**config.mk**
```make
export PLATFORM = sky130hd
export DESIGN_NAME = whs_sqrt
export DESIGN_NICKNAME = d
export VERILOG_FILES = /design/src/rtl/whs_pkg.sv /design/src/rtl/whs_sqrt.sv
export SDC_FILE = /design/constraint.sdc
export NUM_CORES = 1
export LEC_CHECK = 0
export ABC_AREA = 1
export ABC_CLOCK_PERIOD_IN_PS = 9800
export BUFFER_PORTS_ARGS = -buffer_cell sky130_fd_sc_hd__buf_2
export CORE_ASPECT_RATIO = 1.1
export CORE_MARGIN = 2
export CORE_UTILIZATION = 40
export DETAILED_ROUTE_END_ITERATION = 16
export GPL_ROUTABILITY_DRIVEN = 0
export GPL_TIMING_DRIVEN = 0
export MAX_ROUTING_LAYER = met4
export REMOVE_ABC_BUFFERS = 1
export SLEW_MARGIN = 20
export SYNTH_ARGS = -nofsm -noshare
export SYNTH_HDL_FRONTEND = slang
export SYNTH_SLANG_ARGS = --single-unit
```
**constraint.sdc**
```tcl
create_clock -name clock -period 9.8 [get_ports clock]
set_input_delay 1.96 -clock clock [delete_from_list [all_inputs] [get_ports clock]]
set_output_delay 1.96 -clock clock [all_outputs]
set_load 0.02 [all_outputs]
```
**src/rtl/whs_pkg.sv**
```systemverilog
// ----------------------------------------------------------------------------
// whs_pkg
// shared types and constants of the heightfield water block
// ----------------------------------------------------------------------------
package whs_pkg;

   localparam int H_W        = 16;
   localparam int V_W        = 24;
   localparam int SQRT_IN_W  = 36;
   localparam int SQRT_OUT_W = 18;
   localparam int CSR_W      = 15;

   localparam logic [1:0] REQ_TICK   = 2'd0;
   localparam logic [1:0] REQ_RIPPLE = 2'd1;
   localparam logic [1:0] REQ_READ   = 2'd2;

   localparam logic CSR_DAMPING      = 1'b0;
   localparam logic CSR_HEIGHT_LIMIT = 1'b1;

   localparam logic [8:0]  DAMPING_RST = 9'd243;
   localparam logic [14:0] LIMIT_RST   = 15'd25600;

   typedef enum logic [14:0] {
      S_CLEAR   = 15'b000000000000001,
      S_IDLE    = 15'b000000000000010,
      S_T1_RD   = 15'b000000000000100,
      S_T1_WR   = 15'b000000000001000,
      S_T2_RD   = 15'b000000000010000,
      S_T2_MUL  = 15'b000000000100000,
      S_T2_WR   = 15'b000000001000000,
      S_R_SQX   = 15'b000000010000000,
      S_R_SQY   = 15'b000000100000000,
      S_R_SUM   = 15'b000001000000000,
      S_R_SQRT  = 15'b000010000000000,
      S_R_WR    = 15'b000100000000000,
      S_RD_WAIT = 15'b001000000000000,
      S_RD_DATA = 15'b010000000000000,
      S_FIN     = 15'b100000000000000
   } state_type;

   typedef struct packed {
      logic                 start;
      logic [SQRT_IN_W-1:0] radicand;
   } sqrt_req_type;

   typedef struct packed {
      logic                  done;
      logic [SQRT_OUT_W-1:0] root;
   } sqrt_rsp_type;

endpackage

```
**src/rtl/whs_sqrt.sv**
```systemverilog
// ----------------------------------------------------------------------------
// whs_sqrt
// iterative integer square root, two radicand bits per cycle
// ----------------------------------------------------------------------------
module whs_sqrt (
   input  logic                  clock,
   input  logic                  reset,
   input  whs_pkg::sqrt_req_type sq_req,
   output whs_pkg::sqrt_rsp_type sq_rsp
);

   localparam int W = whs_pkg::SQRT_IN_W;

   logic [W-1:0] rem_ff, rem_in;
   logic [W-1:0] root_ff, root_in;
   logic [W-1:0] bit_ff, bit_in;
   logic         done_ff, done_in;
   logic [W-1:0] trial;

   always_comb begin
      trial   = root_ff + bit_ff;
      rem_in  = rem_ff;
      root_in = root_ff;
      bit_in  = bit_ff;
      done_in = 1'b0;
      if (sq_req.start) begin
         rem_in  = sq_req.radicand;
         root_in = '0;
         bit_in  = W'(1) << (W - 2);
      end else if (bit_ff != '0) begin
         if (rem_ff >= trial) begin
            rem_in  = rem_ff - trial;
            root_in = (root_ff >> 1) + bit_ff;
         end else begin
            root_in = root_ff >> 1;
         end
         bit_in  = bit_ff >> 2;
         done_in = (bit_ff == W'(1));
      end
   end

   always_ff @(posedge clock) begin
      rem_ff  <= rem_in;
      root_ff <= root_in;
      if (reset) begin
         bit_ff  <= '0;
         done_ff <= 1'b0;
      end else begin
         bit_ff  <= bit_in;
         done_ff <= done_in;
      end
   end

   assign sq_rsp.done = done_ff;
   assign sq_rsp.root = root_ff[whs_pkg::SQRT_OUT_W-1:0];

endmodule

```
==> out/results.ini, run 1 <==
[final_layout]
layout-drive-gt1-share=0.0671
final_cells=1978
n_antenna_cell=0
fin_nets=1778
area_delta_synth_final_pct=6.43
final_common_cell=nand2_1
mostFrequentLayoutCells=nand2_1, inv_1, nor2_1, nand3_1, a21oi_1

[sta]
timing.hold.ws_ps=482
period_share=0.606
setup_violations=0
worst_slew_pin_slew_ps=973
skew_ps=8.94
relSlewSlack=0.350
finalHoldViolCount=0
drv_slew=0
fin_crit_ps=5940
tns_ps=0
max_freq_ghz=0.168
rsz0062_at_grt=no
layout_setup_ws_ps=3860

[placement]
portBuffers=57
dpl.cell_count=1963
place_ws_ps=4070
dp_hpwl_um=24500

[run]
drv_cap=0

[routing]
first_pass_iters=5
totalWireLength_um=31000
wl_per_cell_um=15.7
drtIter0Drc=668
num_vias=10400
vias_per_cell=5.28
antenna_left=0
drc=0

[grt]
grt_pass1_wl_um=49400
met3_usage=0.0220
first_global_vias=10100
use_met2=0.422
top_usage_layer=met2
grt_antenna_before_repair=0
grt_use_met1=0.290
grt_remaining_overflow=0
grt_usage=0.244
grt_max_degree=75

[outcome]
outcome=completed

[setup_path]
worst_ep_arrival_time_ps=6060
critPathMaxFanout=37
critical_path_class=reg -> reg
critPathCaptureType=flip-flop
required_ps=9920
start_kind=flip-flop

[power]
p_clk_frac=0.206
p_int_mw=0.949
leakagePower_nw=4.89
seq_power_share=0.299
ir_worst_vdd_mv=0.0885
p_comb_frac=0.495
p_sw_frac=0.454
power_density_nw_per_um2=164
p_switching_mw=0.789

[cts]
htreeDepth=3
cts_setup_buffers=0
cts-hold-fix-buffers=0
cts_buffer_depth=2
clk_root_buffer_cell=clkbuf_16
cts_resized=0
cts.sinks=91
cts_tree=built
cts_buffers=9
clk_pin_slew_ps=70
worstSkewPairLatency_ps=360

[logic_synthesis]
yosys-top-cells-area=nand2_1, dfxtp_1, edfxtp_1
yosysWarnings=0
yosysTopAreaCellShare=0.187
post-synth-top-area-cell=nand2_1
synth_ff_type=dfxtp_1
synth-async-reset-ratio=0
syn_inst=1652
synth-edff-count=36
netlist_area_um2=9980
avgSynthCellArea_um2=6.04
ys_seq_area_frac=0.219
synth.distinct_cells=44
ys_ff_latch=91

[die]
initial_utilization=0.408
die_w_um=155
die_y_um=170
io_pins=58
rows=60
dieArea_um2=26200
core_um2=24500

[hold_path]
worstHoldPathType=reg -> reg

==> cell type report <==
cell class,instances,area [um2]
Fill cell,2705,13800
Timing Repair Buffer,58,315
Tap cell,310,388
Sequential cell,91,2180
Clock inverter,3,20.0
Multi-Input combinational cell,1291,6650
Inverter,213,800
Clock buffer,12,268
==> cell families after synthesis <==
group           synth area share
buf+inv                    0.115
fa+ha+maj                 0.0948
flops                      0.219
xor+xnor                  0.0456
simple gates               0.405
compound gates             0.121
==> cells in the mapped netlist (2+ instances only) <==
library cell and n:
nand3_2 5, a21o_1 6, o21bai_1 6, nand2_1 498, nand4_1 22, xnor2_1 14, o21a_1 5, nand2_2 6
a21oi_1 107, dfxtp_1 55, inv_1 211, xor2_1 38, nor2_1 170, nor2_4 5, a211oi_1 2, buf_2 15
nand3b_1 14, nor4_1 8, nand3_1 160, and3_1 3, o21ai_0 73, a21oi_2 3, nor3_1 21, buf_4 19
clkbuf_1 17, o21ai_1 20, nor2_2 3, buf_6 4, and2_1 6, or2_2 14, ha_1 74, edfxtp_1 36
==> state kept, by name, indices dropped and copies added, names as in the netlist <==
| name | count |
|---|---|
| rem_ff | 36 |
| bit_ff | 18 |
| root_ff | 36 |
| done_ff | 1 |
==> routing by layer <==
metal	vias to the layer above	part of all wire
met2	231	0.48
met5	-	0
met3	72	0.033
met4	0	0.040
li1	5392	-
met1	4740	0.45
==> final timing paths <==
check | from | to | slack, ps | cells past startpoint
setup / recovery | root_ff[16] | rem_ff[5] | 3860 | 20
hold / removal | bit_ff[24] | bit_ff[22] | 480 | 2
setup reg to reg | root_ff[16] | rem_ff[5] | 3860 | 20
hold reg to reg | bit_ff[24] | bit_ff[22] | 480 | 2
==> worst max-delay path, stage by stage, from the launching register on <==
cell	delay (ps)
dfxtp_1	580
ha_1	270
nand2_1	120
nor2_1	250
nand2_1	130
nor4_1	590
a21oi_1	240
o21bai_1	220
xor2_1	270
ha_1	330
nand2_1	170
nor2_4	70
nand2_2	90
nor2_2	50
nand3_1	70
nand2_1	90
nor2_4	740
nand2_8	320
nand2_1	340
nand2_2	370
buf_16	320
==> metrics by stage <==
step	cell area, um2	power (mW)	util
finish	10600	1.74	0.434
global route	10600	1.88	0.434
CTS	10600	1.74	0.434
detailed placement	10300	1.37	0.422
global placement	10300	1.36	0.421
floorplan	9630	1.14	-
==> power by group through the flow <==
stage / sequential [mW] / clock [mW] / combinational (mW)
3_3_place_gp: 0.527 / 0 / 0.834
2_1_floorplan: 0.514 / 0 / 0.623
4_1_cts: 0.518 / 0.366 / 0.851
5_1_grt: 0.526 / 0.383 / 0.974
6_report: 0.520 / 0.358 / 0.860
3_5_place_dp: 0.527 / 0 / 0.847
No activity file was read; power rests on OpenSTA's default activity.
==> run 2: changes to the inputs <==
- ABC_AREA: 1 -> 0
- ABC_CLOCK_PERIOD_IN_PS: 9800 -> 5900
- clock period: 9.8 -> 5.9 ns (I/O delays scaled with it)
==> run 2 against run 1 <==
Total power up 110%. Wire length down 35%. Synthesized area down 19%. Worst setup slack worse by 3400 ps. Synthesized cell count down 41%. Largest power group unchanged. Sequential power up 85%. Core utilization up 1.0 points. Fmax up 9.0%.
==> out/results.ini, run 2 <==
[die]
dieArea_um2=21300  ; was 26200 um2
initial_utilization=0.407  ; was 0.408
die_y_um=153  ; was 170 um
rows=54  ; was 60
io_pins=58  ; unchanged
die_w_um=139  ; was 155 um
core_um2=19800  ; was 24500 um2

[sta]
worst_slew_pin_slew_ps=1020  ; was 973 ps
finalHoldViolCount=0  ; unchanged
rsz0062_at_grt=no  ; unchanged
skew_ps=7.99  ; was 8.94 ps
max_freq_ghz=0.183  ; was 0.168 GHz
period_share=0.924  ; was 0.606
relSlewSlack=0.317  ; was 0.350
setup_violations=0  ; unchanged
fin_crit_ps=5450  ; was 5940 ps
drv_slew=0  ; unchanged

[grt]
grt_max_degree=79  ; was 75
first_global_vias=6677  ; was 10100
grt_antenna_before_repair=0  ; unchanged
grt_usage=0.198  ; was 0.244
grt_pass1_wl_um=33600  ; was 49400 um
grt_remaining_overflow=0  ; unchanged

[setup_path]
required_ps=5970  ; was 9920 ps
start_kind=flip-flop  ; unchanged
worst_ep_arrival_time_ps=5520  ; was 6060 ps
critical_path_class=reg -> reg  ; unchanged
critPathMaxFanout=16  ; was 37
critPathCaptureType=flip-flop  ; unchanged

[cts]
clk_root_buffer_cell=clkbuf_16  ; unchanged
cts-hold-fix-buffers=0  ; unchanged
cts_tree=built  ; unchanged
cts_setup_buffers=0  ; unchanged
worstSkewPairLatency_ps=360  ; about the same
htreeDepth=3  ; unchanged
cts_buffers=9  ; unchanged
cts_resized=0  ; unchanged
cts_buffer_depth=2  ; unchanged
cts.sinks=91  ; unchanged
clk_pin_slew_ps=80  ; was 70 ps

[logic_synthesis]
synth-edff-count=36  ; unchanged
synth.distinct_cells=76  ; was 44
avgSynthCellArea_um2=8.22  ; was 6.04 um2
ys_ff_latch=91  ; unchanged
synth_ff_type=dfxtp_1  ; unchanged
yosysMostFrequentCell=nand2_1  ; unchanged
synth-async-reset-ratio=0  ; unchanged
yosysTopAreaCellShare=0.137  ; was 0.187
yosys-top-cells-area=dfxtp_1, edfxtp_1, ha_1  ; was nand2_1, dfxtp_1, edfxtp_1
syn_inst=979  ; was 1652
yosysWarnings=0  ; unchanged
synth_commonest_cells=nand2_1, nor2_1, o21ai_0  ; was nand2_1, inv_1, nor2_1
post-synth-top-area-cell=dfxtp_1  ; was nand2_1
netlist_area_um2=8050  ; was 9980 um2
ys_seq_area_frac=0.271  ; was 0.219

[final_layout]
mostFrequentLayoutCells=nand2_1, nor2_1, o21ai_0, ha_1, a21oi_1  ; was nand2_1, inv_1, nor2_1, nand3_1, a21oi_1
fin_nets=1103  ; was 1778
area_delta_synth_final_pct=9.27  ; was 6.43%
n_antenna_cell=0  ; unchanged
largestRegisters=rem_ff (36), root_ff (36), bit_ff (18)  ; unchanged
final_common_cell=nand2_1  ; unchanged
layout-drive-gt1-share=0.108  ; was 0.0671
fin_util=0.444  ; was 0.434
final_cells=1246  ; was 1978

[power]
p_clk_frac=0.170  ; was 0.206
p_comb_frac=0.571  ; was 0.495
p_int_mw=2.07  ; was 0.949 mW
ir_worst_vdd_mv=0.218  ; was 0.0885 mV
leakagePower_nw=3.46  ; was 4.89 nW
power_density_nw_per_um2=422  ; was 164 nW/um2
p_sw_frac=0.444  ; was 0.454
seq_power_share=0.259  ; was 0.299
p_switching_mw=1.65  ; was 0.789 mW

[outcome]
outcome=completed  ; unchanged

[routing]
drc=0  ; unchanged
vias_per_cell=5.78  ; was 5.28
wl_per_cell_um=16.3  ; was 15.7 um
num_vias=7204  ; was 10400
drtIter0Drc=356  ; was 668
first_pass_iters=5  ; unchanged
antenna_left=0  ; unchanged
totalWireLength_um=20300  ; was 31000 um

[hold_path]
worstHoldPathType=reg -> reg  ; unchanged

[placement]
dpl.cell_count=1230  ; was 1963
portBuffers=57  ; unchanged
dp_hpwl_um=15300  ; was 24500 um

[run]
drv_cap=0  ; unchanged

## run 2: cell count changes in the layout (fill, tap and decap cells not counted), moves of 12 or more
cell / previous run / this run
inv_1: 210 / 28
a211oi_1: 2 / 28
or2_2: 14 / 0
nor2_1: 170 / 84
a31oi_1: 1 / 26
nand3b_1: 14 / 1
and3_1: 3 / 15
nand3_1: 160 / 14
xnor2_1: 14 / 40
nand2_1: 497 / 88
nand2b_1: 0 / 13
a21oi_1: 107 / 66
o21ai_1: 20 / 7
## run 2: layer usage
metal  track usage  vias to the layer above  wire [um]  share of wire
met2         0.322                      123       9650           0.48
met4        0.0596                        0        310          0.015
met3        0.0220                       20        625          0.031
met1         0.258                     3400       9720           0.48
met5             -                        -          0              0
li1              -                     3661          -              -
## run 2: stage by stage
| stage | hold WS (ps) | power, mW | setup slack [ps] | cell area [um2] | TNS (ps) |
|---|---|---|---|---|---|
| finish | 517 | 3.71 | 449 | 8790 | 0 |
| global route | 548 | 4.02 | 86.6 | 8790 | 0 |
| CTS | 528 | 3.72 | 458 | 8790 | 0 |
| detailed placement | 517 | 3.07 | 480 | 8480 | 0 |
| global placement | 505 | 2.96 | -3400 | 8300 | -122430 |
| floorplan | 472 | 2.52 | -1220 | 7700 | -44030 |
## run 2: cell families after synthesis
group / after synthesis / synth area share
AO/OA/AOI/OAI: 322 / 0.267
AND/OR/NAND/NOR: 313 / 0.192
adder cells (fa/ha/maj): 75 / 0.118
flip-flops: 91 / 0.271
multiplexers: 12 / 0.0152
buffers and inverters: 92 / 0.0560
XOR/XNOR: 74 / 0.0805
## run 2: final cells by class
type                       instances  area [um2]
clock buffer                       9         225
clock inverter                     7        83.8
fill                            2029       11000
inverter                          28         105
multi-input combinational        796        5440
sequential                        91        2180
tap                              252         315
timing repair buffer              63         445
## run 2: critical path: stages (launching register included)
cell,delay [ps]
dfxtp_1,380
ha_1,220
ha_1,210
a21oi_1,220
o21ai_1,170
a311o_1,420
a2111o_1,450
a31oi_1,250
o21ai_1,180
and3_1,220
a311oi_1,300
ha_1,350
a21oi_1,120
o21bai_1,200
a211oi_1,100
a32oi_1,300
o21ai_4,260
o21ai_4,400
buf_16,210
buf_16,160
## run 2: worst paths after layout
check,from,slack (ps),endpoint,cells past startpoint
worst min-delay path,root_ff[0],520,root_ff[0],2
worst max register to register,bit_ff[0],450,rem_ff[17],19
worst min register to register,root_ff[0],520,root_ff[0],2
worst max-delay path,bit_ff[0],450,rem_ff[17],19
## run 2: power by group through the flow
stage	Combinational, mW	Clock [mW]	Sequential (mW)
2_1_floorplan	1.55	0	0.963
3_3_place_gp	1.98	0	0.985
3_5_place_dp	2.09	0	0.979
4_1_cts	2.11	0.643	0.965
5_1_grt	2.36	0.671	0.984
6_report	2.12	0.629	0.962
==> run 3: changes to the inputs <==
- CORE_ASPECT_RATIO: 1.1 -> 0.8
- CORE_MARGIN: 2 -> unset
==> run 3 against run 2 <==
Fmax is 1.2% lower. Global-route usage is 0.24 points higher. Clock skew increased by 8.1 ps. Largest power group unchanged. Highest routed layer unchanged. Sequential power is 1% higher. Register-to-register slack worse by 70 ps. Final cell count is 1.0% higher. Hold slack gained 2.7 ps. Critical path depth did not move. Critical path type unchanged. Non-clock buffer count grew 1.
==> out/results.ini, run 3 (synthesized netlist as in run 2, its figures left out) <==
[final_layout]
area_delta_synth_final_pct=9.70  ; was 9.27%
largestRegisters=rem_ff (36), root_ff (36), bit_ff (18)  ; unchanged
fin_util=0.447  ; was 0.444
mostFrequentLayoutCells=nand2_1, nor2_1, o21ai_0, ha_1, a21oi_1  ; unchanged
fillers=1977  ; was 2029
final_common_cell=nand2_1  ; unchanged
layout-drive-gt1-share=0.109  ; was 0.108
fin_nets=1104  ; was 1103
n_antenna_cell=0  ; unchanged

[sta]
tns_ps=0  ; unchanged
fin_crit_ps=5520  ; was 5450 ps
worst_slew_pin_slew_ps=921  ; was 1020 ps
rsz0062_at_grt=no  ; unchanged
max_freq_ghz=0.181  ; was 0.183 GHz
setup_violations=0  ; unchanged
finalHoldViolCount=0  ; unchanged
relSlewSlack=0.384  ; was 0.317
skew_ps=16.1  ; was 7.99 ps
period_share=0.935  ; was 0.924
drv_slew=0  ; unchanged
timing.hold.ws_ps=520  ; was 517 ps

[power]
finalPower_mw=3.71  ; about the same
power_density_nw_per_um2=421  ; was 422 nW/um2
leakagePower_nw=3.47  ; was 3.46 nW
ir_worst_vdd_mv=0.194  ; was 0.218 mV

[setup_path]
cp_slowest_stage_delay_ps=510  ; was 450 ps
critPathCaptureType=flip-flop  ; unchanged
critical_path_class=reg -> reg  ; unchanged
slowest_stage=dfxtp_1  ; was a2111o_1
start_kind=flip-flop  ; unchanged
regToRegStartpoint=root_ff[6]  ; was bit_ff[0]
path_cells=ha_1, a31oi_1, o21ai_1, a311o_1, a2111o_1, a31oi_1, o21ai_1, and3_1, a311oi_1, ha_2, a21oi_1, o21bai_1, a211oi_1, a32oi_1, o21ai_4, buf_16, buf_16, o21ai_4, buf_16  ; was ha_1, ha_1, a21oi_1, o21ai_1, a311o_1, a2111o_1, a31oi_1, o21ai_1, and3_1, a311oi_1, ha_1, a21oi_1, o21bai_1, a211oi_1, a32oi_1, o21ai_4, o21ai_4, buf_16, buf_16
required_ps=5950  ; was 5970 ps
crit_top_cell=buf_16  ; was ha_1
worst_ep_arrival_time_ps=5570  ; was 5520 ps
critPathMaxFanout=30  ; was 16
crit_path_start=root_ff[6]  ; was bit_ff[0]

[routing]
antenna_left=0  ; unchanged
first_pass_iters=5  ; unchanged
num_vias=7057  ; was 7204
wl_per_cell_um=16.0  ; was 16.3 um
drc=0  ; unchanged
totalWireLength_um=20100  ; was 20300 um
drtIter0Drc=424  ; was 356
vias_per_cell=5.61  ; was 5.78

[cts]
cts.sinks=91  ; unchanged
cts_buffer_depth=2  ; unchanged
clk_root_buffer_cell=clkbuf_16  ; unchanged
cts_buffers=9  ; unchanged
cts-hold-fix-buffers=0  ; unchanged
cts_tree=built  ; unchanged
clk_pin_slew_ps=70  ; was 80 ps
worstSkewPairLatency_ps=360  ; about the same
htreeDepth=3  ; unchanged

[die]
initial_utilization=0.408  ; was 0.407
rows=46  ; was 54
core_um2=19700  ; was 19800 um2
die_y_um=129  ; was 153 um
io_pins=58  ; unchanged
dieArea_um2=20700  ; was 21300 um2
die_w_um=161  ; was 139 um

[grt]
grt_pass1_wl_um=32200  ; was 33600 um
grt_max_degree=63  ; was 79
first_global_vias=6228  ; was 6677
grt_antenna_before_repair=0  ; unchanged
grt_remaining_overflow=0  ; unchanged
grt_usage=0.200  ; was 0.198

[placement]
dp_hpwl_um=15500  ; was 15300 um
portBuffers=57  ; unchanged

[outcome]
outcome=completed  ; unchanged

[hold_path]
hold_start=root_ff[0]  ; unchanged
worstHoldPathType=reg -> reg  ; unchanged

[run]
drv_cap=0  ; unchanged

run 3: cell types whose count changed in the layout (fill, tap and decap cells not counted), sizes merged:
cell,delta
clkbuf,+3
buf,+1
clkinv,-1
clkinvlp,-1
inv,-1
run 3: through the flow:
step | cells | setup WS (ps) | instance area (um2)
2_1_floorplan | 915 | -1220 | 7700
3_3_place_gp | 1236 | -3470 | 8320
3_5_place_dp | 1242 | 64.8 | 8490
4_1_cts | 1258 | 44.4 | 8800
5_1_grt | 1259 | 4.22 | 8830
6_report | 1259 | 384 | 8830
run 3: repair_timing:
| action | 4_1_cts | 5_1_grt |
|---|---|---|
| setup buffers | 0 | 1 |
| gates resized for setup | 0 | 2 |
| hold endpoints to repair | 0 | 0 |
| endpoints found under the setup margin | 0 | 36 |
run 3: critical path: cells and delay by family, from the launching register on:
kind / cells / cell delay (ps)
adder cells (fa/ha/maj): 2 / 650
AO/OA/AOI/OAI: 13 / 3170
buffers and inverters: 3 / 600
AND/OR/NAND/NOR: 1 / 210
flip-flops: 1 / 510
run 3: cell type report:
type | count | area (um2) | share of cell area
sequential | 91 | 2180 | 0.247
clock buffer | 12 | 258 | 0.0292
inverter | 28 | 105 | 0.0119
tap | 264 | 330 | 0.0374
clock inverter | 4 | 53.8 | 0.00609
multi-input combinational | 796 | 5440 | 0.616
timing repair buffer | 64 | 460 | 0.0522
run 3: power breakdown:
group / leakage, nW / switching (mW) / internal (mW)
clock network: 0.153 / 0.267 / 0.358
registers: 0.810 / 0.124 / 0.850
logic: 2.50 / 1.23 / 0.882
total: 3.47 / 1.62 / 2.09
run 3: metal layers:
layer / routed length [um] / track usage / vias to the layer above / part of all wire
li1: - / - / 3664 / -
met5: 0 / - / - / 0
met1: 10900 / 0.292 / 3255 / 0.54
met2: 8340 / 0.292 / 126 / 0.41
met3: 709 / 0.0306 / 12 / 0.035
met4: 161 / 0.0303 / 0 / 0.0080
run 3: worst paths after layout:
kind | endpoint | slack [ps] | cells past startpoint
worst max-delay path | rem_ff[15] | 380 | 19
worst min-delay path | root_ff[0] | 520 | 2
worst max register to register | rem_ff[15] | 380 | 19
worst min register to register | root_ff[0] | 520 | 2
